<file path="src/design/ipc_pkg.sv">
// shared types, codes and helper functions of the ip address relation classifier
`default_nettype none

package ipc_pkg;

  // request kinds
  localparam logic MODE_LOAD     = 1'b0;
  localparam logic MODE_CLASSIFY = 1'b1;

  // relation codes
  localparam logic [2:0] REL_LOOPBACK  = 3'd0;
  localparam logic [2:0] REL_BROADCAST = 3'd1;
  localparam logic [2:0] REL_MULTICAST = 3'd2;
  localparam logic [2:0] REL_LOCAL     = 3'd3;
  localparam logic [2:0] REL_SUBNET    = 3'd4;
  localparam logic [2:0] REL_NOT_LOCAL = 3'd5;
  localparam logic [2:0] REL_LOAD      = 3'd0;

  // fixed addresses
  localparam logic [31:0] V4_LOOPBACK   = 32'h7F00_0001;
  localparam logic [31:0] V4_LIM_BCAST  = 32'hFFFF_FFFF;
  localparam logic [31:0] V4_MCAST_MASK = 32'hF000_0000;
  localparam logic [31:0] V4_MCAST_VAL  = 32'hE000_0000;
  localparam logic [7:0]  V6_MCAST_BYTE = 8'hFF;
  localparam logic [63:0] V6_LOOP_HIGH  = 64'h0;
  localparam logic [63:0] V6_LOOP_LOW   = 64'h1;

  // mask bytes walked when a load computes the ipv6 prefix length
  localparam int PFX_STEPS = 16;

  typedef struct packed {
    logic        family;
    logic [63:0] addr_high;
    logic [63:0] addr_low;
    logic [31:0] mask_v4;
    logic [7:0]  pfx_len;
    logic        bcast_flag;
    logic [31:0] bcast_addr;
  } tbl_entry_t;

  typedef struct packed {
    logic capture;
    logic pfx_step;
    logic write;
    logic init_cls;
    logic rd_en;
    logic emit;
  } ctrl_cmd_t;

  typedef struct packed {
    logic out_free;
  } dp_status_t;

  // leading one bits of a byte
  function automatic logic [3:0] lead_ones8(input logic [7:0] b);
    logic [3:0] n;
    logic       run;
    n   = 4'd0;
    run = 1'b1;
    for (int k = 7; k >= 0; k--) begin
      run = run & b[k];
      if (run) n = n + 4'd1;
    end
    return n;
  endfunction

  // top n bits of a 128 bit word set
  function automatic logic [127:0] top_mask128(input logic [7:0] n);
    logic [127:0] m;
    for (int k = 0; k < 128; k++) begin
      m[127 - k] = (8'(k) < n);
    end
    return m;
  endfunction

endpackage

`default_nettype wire

</file>
<file path="src/design/ip_address_relation_classifier.sv">
// classify request: fixed-address check, then one table read per entry, then the result register
// load request: a prefix walk over the netmask, one netmask byte per cycle, then the table write
// one request in flight: a new request is accepted only once the last result is produced
// a waiting result sits in the output register while the next request is accepted
// reset clears all table valid bits at once, so the block is ready right after reset
`default_nettype none

module ip_address_relation_classifier #(
  parameter int TABLE_ENTRIES = 8
) (
  input  wire         clk_i,
  input  wire         rst_ni,
  input  wire         in_valid_i,
  output logic        in_ready_o,
  input  wire         mode_i,
  input  wire  [2:0]  entry_index_i,
  input  wire         is_v6_i,
  input  wire  [63:0] addr_high_i,
  input  wire  [63:0] addr_low_i,
  input  wire  [63:0] mask_high_i,
  input  wire  [63:0] mask_low_i,
  input  wire         entry_present_i,
  input  wire         has_broadcast_i,
  input  wire  [31:0] broadcast_address_i,
  output logic        out_valid_o,
  input  wire         out_ready_i,
  output logic [2:0]  relation_o,
  output logic        load_ack_o
);
  import ipc_pkg::*;

  localparam int IW = (TABLE_ENTRIES > 1) ? $clog2(TABLE_ENTRIES) : 1;

  ctrl_cmd_t  cmd;
  dp_status_t sts;
  logic [IW-1:0] rd_addr;

  ipc_ctrl #(
    .TABLE_ENTRIES(TABLE_ENTRIES)
  ) u_ctrl (
    .clk_i     (clk_i),
    .rst_ni    (rst_ni),
    .in_valid_i(in_valid_i),
    .mode_i    (mode_i),
    .in_ready_o(in_ready_o),
    .sts_i     (sts),
    .cmd_o     (cmd),
    .rd_addr_o (rd_addr)
  );

  ipc_datapath #(
    .TABLE_ENTRIES(TABLE_ENTRIES)
  ) u_datapath (
    .clk_i              (clk_i),
    .rst_ni             (rst_ni),
    .cmd_i              (cmd),
    .rd_addr_i          (rd_addr),
    .sts_o              (sts),
    .mode_i             (mode_i),
    .entry_index_i      (entry_index_i),
    .is_v6_i            (is_v6_i),
    .addr_high_i        (addr_high_i),
    .addr_low_i         (addr_low_i),
    .mask_high_i        (mask_high_i),
    .mask_low_i         (mask_low_i),
    .entry_present_i    (entry_present_i),
    .has_broadcast_i    (has_broadcast_i),
    .broadcast_address_i(broadcast_address_i),
    .out_valid_o        (out_valid_o),
    .out_ready_i        (out_ready_i),
    .relation_o         (relation_o),
    .load_ack_o         (load_ack_o)
  );

`ifndef NO_ASSERTIONS
  // a load result always carries the zero relation
  assert property (@(posedge clk_i) disable iff (!rst_ni)
    (out_valid_o && load_ack_o) |-> (relation_o == REL_LOAD))
    else $error("load result with nonzero relation");

  // relation codes stay within the defined set
  assert property (@(posedge clk_i) disable iff (!rst_ni)
    out_valid_o |-> (relation_o <= REL_NOT_LOCAL))
    else $error("relation code out of range");

  // an accepted request keeps the block busy in the next cycle
  assert property (@(posedge clk_i) disable iff (!rst_ni)
    (in_valid_i && in_ready_o) |=> !in_ready_o)
    else $error("request accepted while busy");

  // a new result is only produced into a free output register
  assert property (@(posedge clk_i) disable iff (!rst_ni)
    cmd.emit |-> sts.out_free)
    else $error("result overwrote a pending result");
`endif

endmodule

`default_nettype wire

</file>
<file path="src/design/ipc_ctrl.sv">
// controller state machine of the ip address relation classifier
`default_nettype none

module ipc_ctrl #(
  parameter int TABLE_ENTRIES = 8
) (
  input  wire                  clk_i,
  input  wire                  rst_ni,
  input  wire                  in_valid_i,
  input  wire                  mode_i,
  output logic                 in_ready_o,
  input  ipc_pkg::dp_status_t  sts_i,
  output ipc_pkg::ctrl_cmd_t   cmd_o,
  output logic [((TABLE_ENTRIES > 1) ? $clog2(TABLE_ENTRIES) : 1)-1:0] rd_addr_o
);
  import ipc_pkg::*;

  localparam int IW      = (TABLE_ENTRIES > 1) ? $clog2(TABLE_ENTRIES) : 1;
  localparam int CNT_MAX = (TABLE_ENTRIES > PFX_STEPS) ? TABLE_ENTRIES : PFX_STEPS;
  localparam int CW      = $clog2(CNT_MAX);

  localparam logic [2:0] S_IDLE  = 3'd0;
  localparam logic [2:0] S_PFX   = 3'd1;
  localparam logic [2:0] S_WRITE = 3'd2;
  localparam logic [2:0] S_INIT  = 3'd3;
  localparam logic [2:0] S_SCAN  = 3'd4;
  localparam logic [2:0] S_DRAIN = 3'd5;
  localparam logic [2:0] S_DONE  = 3'd6;

  logic [2:0]    state_q, state_d;
  logic [CW-1:0] cnt_q, cnt_d;

  always_comb begin
    state_d    = state_q;
    cnt_d      = cnt_q;
    cmd_o      = '0;
    in_ready_o = 1'b0;
    case (state_q)
      S_IDLE: begin
        in_ready_o = 1'b1;
        if (in_valid_i) begin
          cmd_o.capture = 1'b1;
          cnt_d         = '0;
          state_d       = (mode_i == MODE_LOAD) ? S_PFX : S_INIT;
        end
      end
      S_PFX: begin
        cmd_o.pfx_step = 1'b1;
        cnt_d          = CW'(cnt_q + 1'b1);
        if (cnt_q == CW'(PFX_STEPS - 1)) state_d = S_WRITE;
      end
      S_WRITE: begin
        cmd_o.write = 1'b1;
        state_d     = S_DONE;
      end
      S_INIT: begin
        cmd_o.init_cls = 1'b1;
        cnt_d          = '0;
        state_d        = S_SCAN;
      end
      S_SCAN: begin
        cmd_o.rd_en = 1'b1;
        cnt_d       = CW'(cnt_q + 1'b1);
        if (cnt_q == CW'(TABLE_ENTRIES - 1)) state_d = S_DRAIN;
      end
      // last table read is evaluated here
      S_DRAIN: begin
        state_d = S_DONE;
      end
      S_DONE: begin
        if (sts_i.out_free) begin
          cmd_o.emit = 1'b1;
          state_d    = S_IDLE;
        end
      end
      default: begin
        state_d = S_IDLE;
      end
    endcase
  end

  assign rd_addr_o = cnt_q[IW-1:0];

  always_ff @(posedge clk_i or negedge rst_ni) begin
    if (!rst_ni) begin
      state_q <= S_IDLE;
      cnt_q   <= '0;
    end else begin
      state_q <= state_d;
      cnt_q   <= cnt_d;
    end
  end

endmodule

`default_nettype wire

</file>
<file path="src/design/ipc_datapath.sv">
// datapath of the ip address relation classifier: request registers, table, prefix unit, result
`default_nettype none

module ipc_datapath #(
  parameter int TABLE_ENTRIES = 8
) (
  input  wire                 clk_i,
  input  wire                 rst_ni,
  input  ipc_pkg::ctrl_cmd_t  cmd_i,
  input  wire  [((TABLE_ENTRIES > 1) ? $clog2(TABLE_ENTRIES) : 1)-1:0] rd_addr_i,
  output ipc_pkg::dp_status_t sts_o,
  input  wire                 mode_i,
  input  wire  [2:0]          entry_index_i,
  input  wire                 is_v6_i,
  input  wire  [63:0]         addr_high_i,
  input  wire  [63:0]         addr_low_i,
  input  wire  [63:0]         mask_high_i,
  input  wire  [63:0]         mask_low_i,
  input  wire                 entry_present_i,
  input  wire                 has_broadcast_i,
  input  wire  [31:0]         broadcast_address_i,
  output logic                out_valid_o,
  input  wire                 out_ready_i,
  output logic [2:0]          relation_o,
  output logic                load_ack_o
);
  import ipc_pkg::*;

  localparam int IW = (TABLE_ENTRIES > 1) ? $clog2(TABLE_ENTRIES) : 1;

  // request registers
  logic         mode_q;
  logic [2:0]   idx_q;
  logic         v6_q;
  logic [63:0]  addr_hi_q, addr_lo_q;
  logic [31:0]  mask_v4_q;
  logic         present_q, hasb_q;
  logic [31:0]  bcast_q;

  // prefix length unit
  logic [127:0] msk_q;
  logic [7:0]   pfx_q;
  logic         pfx_stop_q;
  logic [7:0]   pfx_byte;
  logic [3:0]   pfx_lead;
  logic [7:0]   pfx_rest;

  // table
  tbl_entry_t                 tbl_q [TABLE_ENTRIES];
  logic [TABLE_ENTRIES-1:0]   valid_q;
  tbl_entry_t                 rd_q;
  logic                       rd_ok_q, rd_live_q;
  tbl_entry_t                 wr_ent;
  logic [6:0]                 wr_idx;

  // scan evaluation
  logic         found_q, subnet_q;
  logic [2:0]   res_q;
  logic         spec_hit;
  logic [2:0]   spec_rel;
  logic [31:0]  a4, la4;
  logic         e_hit, e_local, e_subnet, e_bcast;
  logic [2:0]   final_rel;

  logic         out_valid_q, load_ack_q;
  logic [2:0]   relation_q;

  assign pfx_byte = msk_q[127:120];
  assign pfx_lead = lead_ones8(pfx_byte);
  assign pfx_rest = 8'(pfx_byte << pfx_lead);

  always_ff @(posedge clk_i) begin
    if (cmd_i.capture) begin
      mode_q     <= mode_i;
      idx_q      <= entry_index_i;
      v6_q       <= is_v6_i;
      addr_hi_q  <= is_v6_i ? addr_high_i : 64'h0;
      addr_lo_q  <= is_v6_i ? addr_low_i : {32'h0, addr_low_i[31:0]};
      mask_v4_q  <= mask_low_i[31:0];
      present_q  <= entry_present_i;
      hasb_q     <= has_broadcast_i;
      bcast_q    <= broadcast_address_i;
      msk_q      <= {mask_high_i, mask_low_i};
      pfx_q      <= 8'd0;
      pfx_stop_q <= 1'b0;
    end else if (cmd_i.pfx_step) begin
      msk_q <= {msk_q[119:0], 8'h00};
      if (!pfx_stop_q) begin
        pfx_q <= pfx_q + {4'h0, pfx_lead};
        // a one bit below the leading ones stops the prefix count
        if (pfx_rest != 8'h00) pfx_stop_q <= 1'b1;
      end
    end
  end

  always_comb begin
    wr_ent.family     = v6_q;
    wr_ent.addr_high  = addr_hi_q;
    wr_ent.addr_low   = addr_lo_q;
    wr_ent.mask_v4    = mask_v4_q;
    wr_ent.pfx_len    = pfx_q;
    wr_ent.bcast_flag = hasb_q;
    wr_ent.bcast_addr = bcast_q;
  end

  assign wr_idx = 7'(idx_q);

  always_ff @(posedge clk_i) begin
    if (cmd_i.write && (wr_idx < 7'(TABLE_ENTRIES))) begin
      tbl_q[IW'(idx_q)] <= wr_ent;
    end
    if (cmd_i.rd_en) begin
      rd_q <= tbl_q[rd_addr_i];
    end
  end

  always_ff @(posedge clk_i or negedge rst_ni) begin
    if (!rst_ni) begin
      valid_q   <= '0;
      rd_ok_q   <= 1'b0;
      rd_live_q <= 1'b0;
    end else begin
      if (cmd_i.write && (wr_idx < 7'(TABLE_ENTRIES))) begin
        valid_q[IW'(idx_q)] <= present_q;
      end
      rd_live_q <= cmd_i.rd_en;
      rd_ok_q   <= cmd_i.rd_en & valid_q[rd_addr_i];
    end
  end

  // fixed addresses checked ahead of the table
  assign a4 = addr_lo_q[31:0];
  always_comb begin
    spec_hit = 1'b0;
    spec_rel = REL_NOT_LOCAL;
    if (!v6_q) begin
      if (a4 == V4_LOOPBACK) begin
        spec_hit = 1'b1;
        spec_rel = REL_LOOPBACK;
      end else if (a4 == V4_LIM_BCAST) begin
        spec_hit = 1'b1;
        spec_rel = REL_BROADCAST;
      end else if ((a4 & V4_MCAST_MASK) == V4_MCAST_VAL) begin
        spec_hit = 1'b1;
        spec_rel = REL_MULTICAST;
      end
    end else begin
      if (addr_hi_q == V6_LOOP_HIGH && addr_lo_q == V6_LOOP_LOW) begin
        spec_hit = 1'b1;
        spec_rel = REL_LOOPBACK;
      end else if (addr_hi_q[63:56] == V6_MCAST_BYTE) begin
        spec_hit = 1'b1;
        spec_rel = REL_MULTICAST;
      end
    end
  end

  assign la4   = rd_q.addr_low[31:0];
  assign e_hit = rd_live_q & rd_ok_q & (rd_q.family == v6_q);

  always_comb begin
    if (v6_q) begin
      e_local  = (rd_q.addr_high == addr_hi_q) && (rd_q.addr_low == addr_lo_q);
      e_subnet = ((({rd_q.addr_high, rd_q.addr_low} ^ {addr_hi_q, addr_lo_q})
                  & top_mask128(rd_q.pfx_len)) == 128'h0);
      e_bcast  = 1'b0;
    end else begin
      e_local  = (la4 == a4);
      e_subnet = ((la4 & rd_q.mask_v4) == (a4 & rd_q.mask_v4));
      e_bcast  = rd_q.bcast_flag && (rd_q.bcast_addr == a4);
    end
  end

  always_ff @(posedge clk_i) begin
    if (cmd_i.init_cls) begin
      found_q  <= spec_hit;
      res_q    <= spec_rel;
      subnet_q <= 1'b0;
    end else if (e_hit) begin
      // a fixed-address hit or the first local or broadcast entry decides; later hits do not
      if (!found_q) begin
        if (e_local) begin
          found_q <= 1'b1;
          res_q   <= REL_LOCAL;
        end else if (e_bcast) begin
          found_q <= 1'b1;
          res_q   <= REL_BROADCAST;
        end
      end
      if (e_subnet) subnet_q <= 1'b1;
    end
  end

  always_comb begin
    if (mode_q == MODE_LOAD) final_rel = REL_LOAD;
    else if (found_q)        final_rel = res_q;
    else if (subnet_q)       final_rel = REL_SUBNET;
    else                     final_rel = REL_NOT_LOCAL;
  end

  always_ff @(posedge clk_i or negedge rst_ni) begin
    if (!rst_ni) begin
      out_valid_q <= 1'b0;
    end else if (cmd_i.emit) begin
      out_valid_q <= 1'b1;
    end else if (out_ready_i) begin
      out_valid_q <= 1'b0;
    end
  end

  always_ff @(posedge clk_i) begin
    if (cmd_i.emit) begin
      relation_q <= final_rel;
      load_ack_q <= (mode_q == MODE_LOAD);
    end
  end

  assign sts_o.out_free = ~out_valid_q | out_ready_i;
  assign out_valid_o    = out_valid_q;
  assign relation_o     = relation_q;
  assign load_ack_o     = load_ack_q;

endmodule

`default_nettype wire
</file>
<file path="config.mk">
export PLATFORM = sky130hd
export DESIGN_NAME = ip_address_relation_classifier
export DESIGN_NICKNAME = d
export VERILOG_FILES = /design/src/design/ipc_pkg.sv /design/src/design/ip_address_relation_classifier.sv /design/src/design/ipc_ctrl.sv /design/src/design/ipc_datapath.sv
export SDC_FILE = /design/constraint.sdc
export NUM_CORES = 2
export LEC_CHECK = 0
export BUFFER_PORTS_ARGS = -buffer_cell sky130_fd_sc_hd__clkbuf_2
export CORE_ASPECT_RATIO = 0.75
export CORE_MARGIN = 2
export CORE_UTILIZATION = 37
export DETAILED_ROUTE_END_ITERATION = 10
export GPL_TIMING_DRIVEN = 1
export PLACE_DENSITY_LB_ADDON = 0.08
export SKIP_CTS_REPAIR_TIMING = 1
export SYNTH_ARGS = -nofsm -noshare
export SYNTH_HDL_FRONTEND = slang
export SYNTH_HIERARCHICAL = 1
export SYNTH_SLANG_ARGS = --single-unit
</file>
<file path="constraint.sdc">
create_clock -name clk_i -period 19.9 [get_ports clk_i]
set_input_delay 1.99 -clock clk_i [delete_from_list [all_inputs] [get_ports clk_i]]
set_output_delay 1.99 -clock clk_i [all_outputs]
set_load 0.05 [all_outputs]
</file>
* Word level (Yosys, flattened, before mapping)
Memory sizes are Yosys's and may differ from the RTL's. A register that Yosys moved wholly into a read port is not among the register bits. Cells that the tools add are included.
Storage, ports and cells: register bits after elaboration 363, memory bits (writable) 1616, input port bits 299, logic and storage cells 295, memories 1
Cells by class: $add $sub $neg 9, magnitude comparators 132, equality and inequality tests 24, shift-type cells 1, mux-type cells 65, bitwise operators 18, reduce and logical (&&, ||, !) cells 21
Memories:
- u_datapath.tbl_q | words 8, bits a word 202, read ports 1, clocked after memory_dff 1, write ports 1, line ipc_datapath.sv:49 | tbl_entry_t tbl_q [TABLE_ENTRIES];
Operator list (number):
- < comparator 7 x 8 -> 1 bit, first input constant | 64
- < comparator 6 x 8 -> 1 bit, first input constant | 32
- two-way mux 128 bit | 2
- AND 128 bit | 1
- == test 64 bit | 2
- zero test 128 bit | 1
- < comparator 5 x 8 -> 1 bit, first input constant | 16
- bitwise XOR 128 bit | 1
- == test 32 bit | 3
- AND 32 bit | 2
- == test 64 x 1 -> 1 bit, second input constant | 1
- zero test 64 bit | 1
- < comparator 4 x 8 -> 1 bit, first input constant | 8
- two-way mux 3 bit | 16
- two-way mux 1 bit | 33
- adder 4 x 1 -> 4 bit, second input constant | 8
- == test 32 x 31 -> 1 bit, second input constant | 1
- == test 32 bit, second input constant | 1
- < comparator 3 x 8 -> 1 bit, first input constant | 4
- two-way mux 4 bit | 8
- case mux 3 bit (6 select lines) | 1
- < comparator 1 x 8 -> 1 bit, first input constant | 2
- < comparator 2 x 8 -> 1 bit, first input constant | 2
- < comparator 3 x 4 -> 1 bit, second input constant | 3
- 29 further kinds | 57

* Depth between registers and ports, before layout
depth after elaboration 19, gate-level depth with buffers 26

* Modules after synthesis
Netlist, hierarchy kept.
By module, submodules not included:
- ipc_datapath | times used 1, cells each 3832, area an instance 83821.6 um2
- ipc_ctrl | times used 1, cells each 60, area an instance 549.3 um2

* Worst setup path after synthesis
Ideal clock, no wire load.
kind in2reg, start input port in_valid_i, end register u_datapath.msk_q[0], enable pin, arrival time 18516 ps, slack 951 ps, stages on the path 3, cells stage by stage nor3b_1 clkbuf_1 or2_2
On the way: cells in the longest elaborated chain, start to end 3
Ends and longest elaborated chain:
- start, declared | line ip_address_relation_classifier.sv:13 | input wire in_valid_i,
- two-way mux 1 bit | line ipc_ctrl.sv:41 | if (in_valid_i) begin
- two-way mux 1 bit | line ipc_ctrl.sv:38 | case (state_q)
- nonzero test 2 bit (no line)
- end signal, assigned | line ipc_datapath.sv:83 | msk_q <= {mask_high_i, mask_low_i};
- end signal, assigned | line ipc_datapath.sv:87 | msk_q <= {msk_q[119:0], 8'h00};
- end, declared | line ipc_datapath.sv:41 | logic [127:0] msk_q;
Every way passes these cells. A chain may end at the register's enable or synchronous reset.

==> qor.yml <==
logic_synthesis:
  synth_cell_types: 84
  yosysSeqAreaShare_pct: 77.40
  netlist_top_cells_count: "edfxtp_1 (2153), mux4_2 (406), mux2_2 (333), and2_1 (108), clkbuf_1 (96)"
  synthMuxAreaShare_pct: 15.38
  synth-compound-area-share_pct: 1.431
  yosys.area.top_type_share_pct: 76.63
  synth-seq-cells: 2181
  synth_top_family_by_area: "multiplexers"
  synth_xor_area_share_pct: 1.765
  synth_area_leaders: "edfxtp_1 (77%), mux4_2 (11%), mux2_2 (4.4%), xor2_1 (0.99%), and2_1 (0.80%)"
  yosys.area_share.simple_pct: 2.939
  synth.most_common_cell: "edfxtp_1"
  synthCells: 3892
  synth_top_area_cell: "edfxtp_1"
  synth_edf_count: 2153
  postSynthAreaPerCell_um2: 21.68
  synthAdderAreaFrac_pct: 0.1720
  dominantRegCellSynth: "edfxtp_1"
  synthesis.nets: 4202
  postSynth.asyncResetShare_pct: 0.8253
  syn_area_mm2: 0.08437
  yosysWarnings: 6
power:
  p_int_uw: 9561
  vdd_drop_max_mv: 0.1039
  pwr-share-clk_pct: 29.3
  combPwrFrac_pct: 23.6
  p_per_area_mw_per_mm2: 141.7
  power.share.sequential_pct: 47.0
  switchingPower_uw: 4116
  switching_share_pct: 30.09
  p_total_uw: 13680
  p_leak_uw: 0.03044
place:
  dp.cells: 7088
  dpl.hpwl_um: 127800
  place.gp.congestion: 0.8449
  place_area_mm2: 0.08967
  port_buffers: 304
global_routing:
  gr-total-overflow: 0
  track_usage_pct: 18.97
  antenna_found_initial: 19
  grt_first_pass_wirelength_um: 315800
  busiest_layer: "met1"
  met2_usage_pct: 28.29
  met1_usage_pct: 29.51
  first_global_vias: 41480
  grt_max_degree: 172
  grt.met3_usage_pct: 3.017
timing:
  fmax_mhz: 173.1
  worst_pin_slew_ns: 1.169
  tns_ns: 0
  finalCriticalPeriod_ns: 5.779
  max-slew-margin-rel_pct: 21.81
  fin_skew_ns: 0.05787
  fin_crit_sh_pct: 29.04
  final_hold_viol_count: 0
  hold_ws_ns: 0.4439
  rsz0062_at_grt: "no"
  slew_viol_final: 0
  final-setup-viol-count: 0
finish:
  drive_gt1_share_pct: 32.10
  fin_cells: 7489
  fin_nets: 4642
  syn_to_final_growth_pct: 14.38
  final_cell_area_mm2: 0.09650
  fillers: 19670
critical_path:
  critPathArrivalTime_ns: 6.26
  cp_max_fo: 45
  crit_type: "register to register"
  required_ns: 20.38
  cp-start-kind: "register"
  endpoint_kind: "register"
die:
  dieHeight_um: 417.6
  die_w_um: 555.4
  start_util_pct: 37.28
  ioPinCount: 305
  core_mm2: 0.2263
  die_area_mm2: 0.2319
  rows: 151
run:
  maxCapViolations: 0
route:
  drt_iter0_markers: 4159
  dr_total_vias: 40400
  dr.pass1.iters: 6
  drt.antenna.violating_nets: 0
  finalWirelength_um: 222100
  wl_per_cell_um: 29.65
  drc: 0
  vias_per_cell: 5.394
cts:
  clkLatencyLatePin_ns: 0.90
  cts_sinks: 2181
  cts-root-buf: "clkbuf_16"
  cts_buffer_depth: 4
  cts_tree: "done"
  htree_levels: 4
  cts_buffers: 225
  clk_pin_slew_worst_paths_ns: 0.06
outcome:
  status: "finished, final reports clean"
min_path:
  hold_class: "register to register"
[worst paths after layout]
kind / startpoint / end / slack [ns] / depth (start not counted)
worst max-delay path: u_ctrl/state_q[0]$_DFFE_PN0P_ / u_datapath/tbl_q[3][24]$_DFFE_PP_ / 14.12 / 8
worst min-delay path: u_datapath/pfx_stop_q$_SDFFE_PP0P_ / u_datapath/pfx_stop_q$_SDFFE_PP0P_ / 0.44 / 2
worst max register to register: u_ctrl/state_q[0]$_DFFE_PN0P_ / u_datapath/tbl_q[3][24]$_DFFE_PP_ / 14.12 / 8
worst min register to register: u_datapath/pfx_stop_q$_SDFFE_PP0P_ / u_datapath/pfx_stop_q$_SDFFE_PP0P_ / 0.44 / 2
max in group asynchronous: rst_ni / u_ctrl/cnt_q[1]$_DFFE_PN0P_ / 18.15 / 1
min in group asynchronous: rst_ni / u_datapath/valid_q[3]$_DFFE_PN0P_ / 1.17 / 1
[critical path: stages, from the launching register on]
cell and delay (ns):
dfrtp_1 0.52, and2b_4 0.34, nor2b_1 0.49, nand2_1 0.36, nor2_4 0.76, buf_4 0.72
buf_4 0.83, buf_4 0.59, buf_4 0.61
[cells by family after synthesis]
family	Yosys count
adder cells (fa/ha/maj)	11
buffers and inverters	185
multiplexers	747
AND/OR/NAND/NOR	421
AO/OA/AOI/OAI	177
flip-flops	2181
XOR/XNOR	170
[metal layers]
layer / routed length, um / vias up
met5: 13 / -
met4: 3644 / 2
met3: 11270 / 285
met2: 99150 / 1163
met1: 108000 / 21920
li1: - / 17030
[state kept, by name, summed over array words and instances (netlist names), 3 cells and up]
register,flops
u_datapath/addr_hi_q,64
u_datapath/res_q,3
u_datapath/rd_q,170
u_datapath/mask_v4_q,32
u_ctrl/state_q,3
u_ctrl/cnt_q,4
u_datapath/tbl_q,1616
u_datapath/msk_q,128
u_datapath/valid_q,8
u_datapath/addr_lo_q,64
u_datapath/relation_o,3
u_datapath/bcast_q,32
u_datapath/idx_q,3
u_datapath/la4,32
u_datapath/pfx_q,8
[layout make-up]
| class | instances | area, um2 | area share (%) |
|---|---|---|---|
| sequential | 2181 | 65310 | 67.68 |
| multi-input combinational | 1526 | 18360 | 19.03 |
| clock buffer | 280 | 5899 | 6.113 |
| tap | 2983 | 3732 | 3.868 |
| timing repair buffer | 376 | 2177 | 2.256 |
| clock inverter | 114 | 919.6 | 0.9530 |
| inverter | 22 | 82.58 | 0.08557 |
| antenna | 7 | 17.52 | 0.01815 |
[placed cells by master, fill, tap and decap left out, drive strengths merged, types with 10 or more instances in the layout]
| cell | n |
|---|---|
| nor2b | 14 |
| dfrtp | 18 |
| nand3 | 30 |
| nor2 | 54 |
| inv | 26 |
| a22oi | 15 |
| buf | 73 |
| o21ai | 29 |
| dfxtp | 10 |
| mux4 | 406 |
| clkinv | 92 |
| nand4 | 42 |
| bufinv | 12 |
| a21oi | 43 |
| ha | 10 |
| nor4 | 56 |
| nand2 | 37 |
| clkbuf | 583 |
| nor3 | 21 |
| edfxtp | 2153 |
| xor2 | 95 |
| and2 | 109 |
| xnor2 | 75 |
| mux2 | 333 |
[power by group through the flow]
stage	clock, uW	sequential [uW]	combinational (uW)
floorplan	0	6410	2220
global placement	0	6530	3280
detailed placement	0	6530	3280
CTS	4130	6450	3300
global route	4300	6510	3450
finish	4010	6440	3230
[metrics by stage]
stage	utilization, %	setup slack [ns]
3_3_place_gp	39.62	13.92
6_report	42.64	14.12
2_1_floorplan	-	0.9512
5_1_grt	42.63	13.75
3_5_place_dp	39.62	13.84
4_1_cts	42.63	13.82
Power figures use the tool's default switching activity.
